$ cat src/design/fir_filter_512_tap_core_macros.svh
// assertion macros shared by the fir filter controller and datapath
// no dependencies; included by the modules that carry assertions
`ifndef FIR_FILTER_512_TAP_CORE_MACROS_SVH
`define FIR_FILTER_512_TAP_CORE_MACROS_SVH

// property must hold at every edge outside reset
`define FIR_ASSERT(label, clk, rst, prop, msg) \
   label: assert property (@(posedge clk) disable iff (rst) (prop)) else $error(msg);

// same-cycle implication
`define FIR_ASSERT_IMPL(label, clk, rst, ante, cons, msg) \
   label: assert property (@(posedge clk) disable iff (rst) (ante) |-> (cons)) else $error(msg);

// next-cycle implication
`define FIR_ASSERT_NEXT(label, clk, rst, ante, cons, msg) \
   label: assert property (@(posedge clk) disable iff (rst) (ante) |=> (cons)) else $error(msg);

`endif

$ cat src/design/fir512_pkg.sv
// shared types and constants of the fir filter core
// no dependencies; used by controller, datapath and top level
package fir512_pkg;

   localparam int IDX_BITS = 9;
   localparam int LEN_BITS = 10;
   localparam logic [LEN_BITS-1:0] LEN_RESET = 10'd512;

   localparam logic KIND_SAMPLE   = 1'b0;
   localparam logic KIND_LOAD_TAP = 1'b1;

   typedef enum logic [1:0] {
      ST_CLEAR,
      ST_IDLE,
      ST_MAC,
      ST_DRAIN
   } fir512_state_type;

   typedef struct packed {
      logic clear_wr;
      logic load_tap;
      logic load_sample;
      logic issue;
      logic finish;
   } fir512_cmd_type;

   typedef struct packed {
      logic pipe_busy;
      logic rsp_free;
   } fir512_status_type;

endpackage

$ cat src/design/fir512_ctrl.sv
// controller of the fir filter core: clear pass, item accept and tap sequencing
// depends on fir512_pkg and fir_filter_512_tap_core_macros.svh
`include "fir_filter_512_tap_core_macros.svh"

module fir512_ctrl #(
   parameter int TAP_COUNT = 512
) (
   input  logic                          clock,
   input  logic                          reset,
   input  logic                          req_valid,
   input  logic                          req_kind,
   output logic                          req_ready,
   input  logic [$clog2(TAP_COUNT+1)-1:0] used_count,
   input  fir512_pkg::fir512_status_type status,
   output fir512_pkg::fir512_cmd_type    cmd,
   output logic [$clog2(TAP_COUNT)-1:0]  addr
);

   localparam int AW = $clog2(TAP_COUNT);
   localparam int KW = $clog2(TAP_COUNT + 1);

   fir512_pkg::fir512_state_type state_ff, state_in;
   logic [KW-1:0] k_ff, k_in;

   always_ff @(posedge clock) begin
      if (reset) begin
         state_ff <= fir512_pkg::ST_CLEAR;
         k_ff     <= '0;
      end else begin
         state_ff <= state_in;
         k_ff     <= k_in;
      end
   end

   always_comb begin
      state_in  = state_ff;
      k_in      = k_ff;
      cmd       = '0;
      req_ready = 1'b0;
      case (state_ff)
         fir512_pkg::ST_CLEAR: begin
            // one entry of each memory zeroed per cycle
            cmd.clear_wr = 1'b1;
            if (k_ff == KW'(TAP_COUNT - 1)) begin
               k_in     = '0;
               state_in = fir512_pkg::ST_IDLE;
            end else begin
               k_in = k_ff + KW'(1);
            end
         end
         fir512_pkg::ST_IDLE: begin
            req_ready = 1'b1;
            if (req_valid) begin
               if (req_kind == fir512_pkg::KIND_LOAD_TAP) begin
                  cmd.load_tap = 1'b1;
               end else begin
                  cmd.load_sample = 1'b1;
                  k_in            = '0;
                  state_in        = fir512_pkg::ST_MAC;
               end
            end
         end
         fir512_pkg::ST_MAC: begin
            if (k_ff < used_count) begin
               cmd.issue = 1'b1;
               k_in      = k_ff + KW'(1);
            end else begin
               state_in = fir512_pkg::ST_DRAIN;
            end
         end
         fir512_pkg::ST_DRAIN: begin
            if (!status.pipe_busy && status.rsp_free) begin
               cmd.finish = 1'b1;
               state_in   = fir512_pkg::ST_IDLE;
            end
         end
         default: begin
            state_in = fir512_pkg::ST_IDLE;
         end
      endcase
   end

   assign addr = k_ff[AW-1:0];

   `FIR_ASSERT_IMPL(a_tap_count_bound, clock, reset, state_ff == fir512_pkg::ST_MAC, k_ff <= used_count, "tap counter ran past length")
   `FIR_ASSERT_NEXT(a_sample_starts_mac, clock, reset, cmd.load_sample, (state_ff == fir512_pkg::ST_MAC) && (k_ff == '0), "sample did not start at tap zero")
   `FIR_ASSERT_IMPL(a_no_accept_busy, clock, reset, state_ff != fir512_pkg::ST_IDLE, !req_ready, "word accepted while busy")

endmodule

$ cat config.mk
export PLATFORM = sky130hd
export DESIGN_NAME = fir512_ctrl
export DESIGN_NICKNAME = d
export VERILOG_FILES = /design/src/design/fir512_pkg.sv /design/src/design/fir512_ctrl.sv
export VERILOG_INCLUDE_DIRS = /design/src /design/src/design
export SDC_FILE = /design/constraint.sdc
export NUM_CORES = 1
export LEC_CHECK = 0
export ABC_AREA = 0
export ABC_CLOCK_PERIOD_IN_PS = 4500
export BUFFER_PORTS_ARGS = -buffer_cell sky130_fd_sc_hd__buf_4
export CORE_MARGIN = 2
export CORE_UTILIZATION = 25
export DETAILED_ROUTE_END_ITERATION = 8
export PLACE_DENSITY = 0.45
export SLEW_MARGIN = 20
export SYNTH_ARGS = -nofsm -noshare
export SYNTH_HDL_FRONTEND = slang
export SYNTH_SLANG_ARGS = --single-unit
$ cat constraint.sdc
create_clock -name clock -period 4.5 [get_ports clock]
set_input_delay 0.9 -clock clock [delete_from_list [all_inputs] [get_ports clock]]
set_output_delay 0.9 -clock clock [all_outputs]
set_load 0.03 [all_outputs]
==> flow_summary.ini, run 1 <==
[run_status]
outcome = finished clean

[pwr]
p_total_uw = 406
ir_drop_mv = 0.105
p_leak_uw = 0.000614
power_density_nw_per_um2 = 296

[die]
fp-row-count = 24
start_util_pct = 26.0
die_x_um = 71.3
die_area_um2 = 5090
chipHeight_um = 71.3
ios = 31
coreArea_um2 = 4350

[final_layout]
area_growth_pct = 21.2
nFillCells = 469
drive_gt1_share_pct = 24.2
nNetsFinal = 198
final_core_util_pct = 31.6
n_antenna_cell = 0

[clock_tree]
cts_tree = built
cts_setup_buffers = 0
cts_buffers = 3
cts-root-buf = clkbuf_8
htree_levels = 1
ctsResizeCount = 0
clkSinkCount = 12
clk_latency_ns = 0.23
ctsLongestPathBuffers = 2
clkSlewWorstSetupHoldPaths_ns = 0.05
ctsHoldBuffers = 0

[critical_path]
critical-path-top-delay-family = compound AO/OA/AOI/OAI gates
cp-end-kind = output pin
worstSetupStartpointType = primary input
crit_path_top_delay_cell = a21oi_1
slowest_delay_ns = 0.33
cp.buffers_inverters = 3
arrival_ns = 2.46
worstPathCellList = buf_4, inv_1, ha_1, a211o_1, a21oi_1, o21ai_1, a21oi_1, and2_1, buf_4
worstSetupPathType = primary input to output pin
reg2reg_depth = 7
required_ns = 3.60
r2r_setup_slack_ns = 2.10
cp_max_fo = 5
r2r_start = k_ff[7]
r2r-end = k_ff[3]

[synth]
synth-compound-area-share_pct = 24.4
yosysWarnings = 0
synth_xor_area_share_pct = 0
yosys.area_share.simple_pct = 24.5
synthAdderAreaFrac_pct = 16.6
syn_area_um2 = 1130
synth_top_family_by_area = simple AND/OR/NAND/NOR gates
ys_ff_latch = 12
synth_cells = 145
async_flop_share_pct = 0
syn_nets = 176
avgSynthCellArea_um2 = 7.82
synth_edf_count = 0
synth_cell_types = 41
synth_ff_type = dfxtp_1
synthMuxAreaShare_pct = 0
ys_seq_area_share_pct = 21.2

[sta]
max_slew_margin_pct = 71.8
finalClockSkew_ns = 0.000718
grt_setup_unrepaired = false
setup_tns_ns = 0
min_period_ns = 3.36
maxSlewViolCount = 0
setup_ws_ns = 1.14
max_freq_ghz = 0.297
setup_violations = 0
tightestPinTransition_ns = 0.423
period_share_pct = 74.8
final_hold_viol_count = 0

[grt]
grtUsageTotal_pct = 10.3
first_global_vias = 963
grt_pass1_wl_um = 4290
grt_overflow = 0
antenna_found_initial = 0
grt_start_max_net_pins = 23

[place]
port_buffers = 30
place.gp.congestion = 0.820
hpwl_um = 1970
place_ws_ns = 1.14

[routing]
route.met2.wl_um = 1130
met3_wirelength_um = 151
route.detailed.drc = 0
vias = 1040
routed.top_layer = met4
vias_per_cell = 4.79
drt-total-wl_um = 2520
met1_length_um = 1220
antenna_left = 0
dr.first_iter.drc_count = 49
detail_route.wl_per_cell_um = 11.6
drt_pass1_iterations = 4

[min_path]
hold_path_class = register to register
hp-start = k_ff[1]
worstHoldEndpoint = k_ff[1]
holdPathStages = 2

[flow_run]
cap_violations = 0
-- where the power goes --
group / internal [uW] / switching (uW) / leakage, uW / total (uW)
Combinational: 72.7 / 102 / 0.000495 / 175
Clock: 58.9 / 37.6 / 0.0000216 / 96.5
Sequential: 118 / 16.8 / 0.0000973 / 134
-- worst reg2reg max path, delay by kind of cell, from the launching register on --
kind | cells | cell delay, ns
AOI/OAI and AO/OA | 5 | 1.22
DFF | 1 | 0.41
and+or+nand+nor | 1 | 0.40
adders and majority gates | 1 | 0.28
-- per-stage QoR --
stage | cell area (um^2) | std cells | hold slack, ns
final | 1370 | 217 | 0.529
after global routing | 1370 | 217 | 0.578
after CTS | 1370 | 217 | 0.546
after detailed placement | 1330 | 214 | 0.538
after global placement | 1330 | 214 | 0.515
after floorplan | 1130 | 145 | 0.478
-- cell usage after synthesis, types with 3 or more instances --
cell / number / share of area, %
inv_1: 16 / 5.3
ha_1: 15 / 17
dfxtp_1: 12 / 21
nand2_1: 12 / 4.0
a21oi_1: 10 / 4.4
buf_4: 9 / 6.0
nor2_1: 8 / 2.6
o21ai_1: 8 / 3.5
nand2b_1: 6 / 3.3
and2_1: 3 / 1.7
nand3_1: 3 / 1.3
nor2b_1: 3 / 1.7
or3_1: 3 / 1.7
-- cell type report --
class | count | area [um^2] | share of cell area (%)
inverter | 16 | 60.1 | 4.37
multi-input combinational | 104 | 742 | 54.0
clock buffer | 3 | 41.3 | 3.01
tap | 52 | 65.1 | 4.74
timing repair buffer | 30 | 225 | 16.4
sequential | 12 | 240 | 17.5
-- worst max-delay path by stage --
stage / from / to / depth (start not counted)
6_report: used_count[3] / cmd[1] / 9
5_1_grt: used_count[3] / cmd[1] / 9
4_1_cts: used_count[3] / cmd[1] / 9
3_5_place_dp: used_count[3] / cmd[1] / 9
3_3_place_gp: used_count[3] / cmd[1] / 9
2_1_floorplan: used_count[3] / cmd[1] / 7
-- flip-flops by register name (all words and copies together) (netlist names) --
signal and count:
k_ff 10, state_ff 2
-- cell families (layout without fill, tap and decap cells) --
group                    count (synthesis)  in the layout
flip-flops                              12             12
AO/OA/AOI/OAI                           38             38
buffers and inverters                   29             49
AND/OR/NAND/NOR                         51             51
adder cells (fa/ha/maj)                 15             15
-- routing by layer --
metal / vias to the layer above / GRT usage [%]
li1: 541 / -
met1: 463 / 13.9
met2: 32 / 16.0
met3: 4 / 2.67
met4: 0 / 3.56
met5: - / 0
-- cells in the final DEF (no fill, tap or decap), types with 2 or more instances in the layout --
cell,n
a21oi_1,10
nand2_1,12
clkbuf_8,3
nand2b_1,6
o21a_1,2
o21ai_0,2
or4_1,2
o32ai_1,2
inv_1,16
and2_1,3
dfxtp_1,12
o31ai_2,2
ha_1,15
or2_1,2
or2_2,2
nor2b_1,3
or3_1,3
nor2_1,8
buf_4,30
nand3_1,3
o21ai_1,8
a211oi_1,2
Power figures use the tool's default switching activity.
==> inputs of run 2 (changes only) <==
--- a/config.mk
+++ b/config.mk
@@ -7,12 +7,12 @@
 export NUM_CORES = 1
 export LEC_CHECK = 0
 export ABC_AREA = 0
-export ABC_CLOCK_PERIOD_IN_PS = 4500
+export ABC_CLOCK_PERIOD_IN_PS = 2800
 export BUFFER_PORTS_ARGS = -buffer_cell sky130_fd_sc_hd__buf_4
 export CORE_MARGIN = 2
 export CORE_UTILIZATION = 25
 export DETAILED_ROUTE_END_ITERATION = 8
-export PLACE_DENSITY = 0.45
+export PLACE_DENSITY = 0.47
 export SLEW_MARGIN = 20
 export SYNTH_ARGS = -nofsm -noshare
 export SYNTH_HDL_FRONTEND = slang
==> constraint.sdc (replaced) <==
create_clock -name clock -period 2.8 [get_ports clock]
set_input_delay 0.56 -clock clock [delete_from_list [all_inputs] [get_ports clock]]
set_output_delay 0.56 -clock clock [all_outputs]
set_load 0.03 [all_outputs]
==> flow_summary.ini, run 2 (synthesis results as in run 1) <==
[routing]
met1_length_um = 1280
detail_route.wl_per_cell_um = 12.4
vias_per_cell = 4.78
drt_pass1_iterations = 4
drt-total-wl_um = 2720
met3_wirelength_um = 159
route.met2.wl_um = 1270
route.detailed.drc = 0
antenna_left = 0
vias = 1052
dr.first_iter.drc_count = 34
routed.top_layer = met4

[grt]
grtUsageTotal_pct = 11.5
grt_start_max_net_pins = 23
grt_overflow = 0
grt_pass1_wl_um = 4730
first_global_vias = 1069
antenna_found_initial = 0

[die]
start_util_pct = 26.0
ios = 31
coreArea_um2 = 4350
fp-row-count = 24
die_area_um2 = 5090
die_x_um = 71.3
chipHeight_um = 71.3

[place]
hpwl_um = 2140
port_buffers = 30
placed_area_um2 = 1350
place_inst = 216
place.gp.congestion = 0.846

[critical_path]
r2r_start = k_ff[7]
arrival_ns = 2.04
cpMostUsedCell = a21oi_1
slowest_delay_ns = 0.45
worstSetupPathType = register to output pin
worstPathCellList = ha_1, a211o_1, a21oi_1, o21ai_1, a21oi_1, and2_1, buf_4
cp_max_fo = 6
worstSetupStartpointType = register
required_ns = 2.24
crit_path_top_delay_cell = dfxtp_1
cp-end-kind = output pin
crit_path_start = k_ff[3]

[clock_tree]
cts_tree = built
clkSinkCount = 12
ctsHoldBuffers = 0
htree_levels = 1
ctsLongestPathBuffers = 2
clkSlewWorstSetupHoldPaths_ns = 0.06
cts_buffers = 3
cts_setup_buffers = 0
cts-root-buf = clkbuf_8
clk_latency_ns = 0.24
ctsResizeCount = 0

[sta]
max_slew_margin_pct = 78.0
period_share_pct = 92.7
max_freq_ghz = 0.385
grt_setup_unrepaired = false
finalClockSkew_ns = 0.000665
maxSlewViolCount = 0
setup_tns_ns = 0
tightestPinTransition_ns = 0.328
holdWs_ns = 0.529
setup_violations = 0
min_period_ns = 2.60
final_hold_viol_count = 0

[final_layout]
nNetsFinal = 200
seqCellArea_um2 = 240
fin_area_um2 = 1400
top_regs = k_ff: 10 flops, state_ff: 2 flops
regMostFlops = k_ff
nFillCells = 472
fin_cells = 220
n_antenna_cell = 0
drive_gt1_share_pct = 25.6
largest_reg_flops = 10
final_cell_mix = buf_4, inv_1, ha_1, nand2_1, dfxtp_1
area_growth_pct = 23.7
multi_input_area_um2 = 742
layout_commonest_cell = buf_4

[pwr]
power_density_nw_per_um2 = 495
p_leak_uw = 0.000631
ir_drop_mv = 0.219

[min_path]
hp-start = k_ff[1]
hold_path_class = register to register

[flow_run]
cap_violations = 0

[run_status]
outcome = finished clean
run 2: changes by cell type in the layout (fill, tap and decap cells not counted), sizes merged:
cell / change
buf: +2
clkbuf: +1
run 2: worst paths after layout:
path	cells past startpoint	slack, ns	to
max	7	0.20	cmd[1]
min	2	0.53	k_ff[1]
max reg2reg	7	0.48	k_ff[3]
min reg2reg	2	0.53	k_ff[1]
run 2: worst max-delay path: cells and delay by family (launching register included):
kind	cells	cell delay, ns
simple gates	1	0.16
flops	1	0.45
fa+ha+maj	1	0.30
compound gates	4	0.74
buf+inv	1	0.16
run 2: metrics by stage:
| step | utilization, % | power [uW] | setup WS, ns |
|---|---|---|---|
| after global placement | 30.9 | 502 | 0.229 |
| after floorplan | - | 444 | 0.338 |
| after detailed placement | 30.9 | 509 | 0.210 |
| after global routing | 32.2 | 750 | 0.0864 |
| final | 32.2 | 694 | 0.204 |
| after CTS | 32.2 | 708 | 0.178 |
run 2: area by class of cell:
| type | count | area share, % |
|---|---|---|
| flip-flops and latches | 12 | 17.1 |
| multi-input cells | 104 | 52.9 |
| clock buffers | 4 | 3.93 |
| well taps | 52 | 4.64 |
| repair buffers | 32 | 17.1 |
| inverters | 16 | 4.28 |
run 2: power by group:
group | total (uW) | internal [uW] | switching (uW)
Clock | 193 | 124 | 69.0
Sequential | 216 | 189 | 27.4
Combinational | 285 | 120 | 165
run 2: layer usage:
layer,vias to the layer above,GRT usage [%]
met1,470,15.4
met3,2,1.69
li1,550,-
met5,-,0
met4,0,2.73
met2,30,19.3
==> inputs of run 3 (changes only) <==
--- a/config.mk
+++ b/config.mk
@@ -6,13 +6,12 @@
 export SDC_FILE = /design/constraint.sdc
 export NUM_CORES = 1
 export LEC_CHECK = 0
-export ABC_AREA = 0
+export ABC_AREA = 1
 export ABC_CLOCK_PERIOD_IN_PS = 2800
 export BUFFER_PORTS_ARGS = -buffer_cell sky130_fd_sc_hd__buf_4
-export CORE_MARGIN = 2
 export CORE_UTILIZATION = 25
 export DETAILED_ROUTE_END_ITERATION = 8
-export PLACE_DENSITY = 0.47
+export PLACE_DENSITY = 0.46
 export SLEW_MARGIN = 20
 export SYNTH_ARGS = -nofsm -noshare
 export SYNTH_HDL_FRONTEND = slang
==> flow_summary.ini, run 3 <==
[die]
die_x_um = 74.3
start_util_pct = 26.7
coreArea_um2 = 4880
chipHeight_um = 74.3
fp-row-count = 25
ios = 31
die_area_um2 = 5510

[grt]
grt_start_max_net_pins = 12
first_global_vias = 1175
grt_pass1_wl_um = 5490
grtUsageTotal_pct = 13.6
antenna_found_initial = 0
grt_overflow = 0

[critical_path]
arrival_ns = 1.69
crit_path_start = used_count[5]
r2r_start = k_ff[9]
required_ns = 2.24
cpMostUsedCell = nand2_1
crit_path_top_delay_cell = ha_1
critical-path-top-delay-family = simple AND/OR/NAND/NOR gates
worstSetupPathType = primary input to output pin
worstSetupStartpointType = primary input
worstPathCellList = buf_4, inv_1, ha_1, nand2_1, inv_1, nand2_1, nand2_1, nand2_1, nand4_1, inv_1, buf_4
slowest_delay_ns = 0.30
cp.buffers_inverters = 5
cp_max_fo = 4
cp-end-kind = output pin

[clock_tree]
cts_buffers = 3
cts-root-buf = clkbuf_8
clkSinkCount = 12
ctsResizeCount = 0
ctsLongestPathBuffers = 2
ctsHoldBuffers = 0
clkSlewWorstSetupHoldPaths_ns = 0.06
clk_latency_ns = 0.25
cts_setup_buffers = 0
cts_tree = built
htree_levels = 1

[synth]
netlist.area_leader.share_pct = 18.4
synth_ff_type = dfxtp_1
ys_seq_area_share_pct = 18.4
synthTopCellsByArea = dfxtp_1, nand2_1, ha_1, inv_1, nand3_1
ys_ff_latch = 12
synth_cells = 204
syn_area_um2 = 1310
synth_common_cells = nand2_1, inv_1, ha_1, nand3_1
yosysTopAreaCell = dfxtp_1
syn_nets = 235
yosysMostFrequentCell = nand2_1
yosysWarnings = 0
synth_cell_types = 26
synth_edf_count = 0
async_flop_share_pct = 0
avgSynthCellArea_um2 = 6.40

[final_layout]
largest_reg_flops = 10
fin_cells = 297
layout_commonest_cell = nand2_1
area_growth_pct = 23.8
nNetsFinal = 262
n_antenna_cell = 0
final_cell_mix = nand2_1, buf_4, inv_1, nand3_1, ha_1
drive_gt1_share_pct = 27.4
top_regs = k_ff: 10 flops, state_ff: 2 flops
regMostFlops = k_ff

[pwr]
power_density_nw_per_um2 = 659
p_total_uw = 1060
p_leak_uw = 0.000849
ir_drop_mv = 0.217

[min_path]
hp-start = reset
hold_path_class = primary input to register

[sta]
period_share_pct = 80.5
finalClockSkew_ns = 0.00181
setup_tns_ns = 0
max_slew_margin_pct = 74.8
tightestPinTransition_ns = 0.377
max_freq_ghz = 0.444
min_period_ns = 2.25
setup_violations = 0
maxSlewViolCount = 0
final_hold_viol_count = 0
grt_setup_unrepaired = false

[place]
hpwl_um = 2670
place.gp.congestion = 0.733
place_inst = 293
port_buffers = 30

[routing]
route.detailed.drc = 0
drt-total-wl_um = 3200
vias_per_cell = 4.26
vias = 1264
detail_route.wl_per_cell_um = 10.8
dr.first_iter.drc_count = 108
drt_pass1_iterations = 4
antenna_left = 0

[flow_run]
cap_violations = 0

[run_status]
outcome = finished clean
-- run 3: worst paths after layout --
check                 end  slack [ns]  cells past startpoint
setup / recovery   cmd[1]        0.55                     11
hold / removal    k_ff[9]        0.53                      2
setup reg to reg  k_ff[7]        1.01                      7
hold reg to reg   k_ff[0]        0.55                      2
-- run 3: cell families after synthesis --
logic type / Yosys count / synth area share, %
simple gates: 105 / 38.7
buf+inv: 49 / 17.4
compound gates: 22 / 10.5
fa+ha+maj: 15 / 14.4
flops: 12 / 18.4
xor+xnor: 1 / 0.671
-- run 3: layout make-up --
cell class	instances	area, um^2
Tap cell	67	83.8
Fill cell	550	3260
Multi-Input combinational cell	143	838
Sequential cell	12	240
Inverter	36	135
Clock buffer	4	55.1
Timing Repair Buffer	35	263
-- run 3: metrics by stage --
stage               worst slack (ns)  hold slack (ns)  cell area [um^2]  util, %
finish                         0.546            0.530              1620     33.1
global route                   0.329            0.530              1620     33.1
CTS                            0.520            0.528              1620     33.1
detailed placement             0.522            0.544              1560     32.0
global placement               0.541            0.553              1560     32.0
floorplan                      0.689            0.492              1310        -
-- run 3: worst register-to-register path: stages (launching register included) --
cell and delay [ns]:
dfxtp_1 0.43, ha_1 0.28, a21o_1 0.17, nor2_2 0.13, nand3_2 0.13, a21oi_1 0.34
nand2_1 0.12, a21oi_2 0.12
-- run 3: power breakdown --
group / leakage, uW / internal, uW / switching [uW]
combinational: 0.000723 / 208 / 409
clock: 0.0000288 / 125 / 72.7
sequential: 0.0000975 / 204 / 45.4
-- run 3: metal layers --
metal | track usage (%) | share of wire, %
met1 | 17.7 | 48
met2 | 20.4 | 43
met3 | 3.52 | 6.3
met4 | 7.76 | 2.0
met5 | 0 | 0
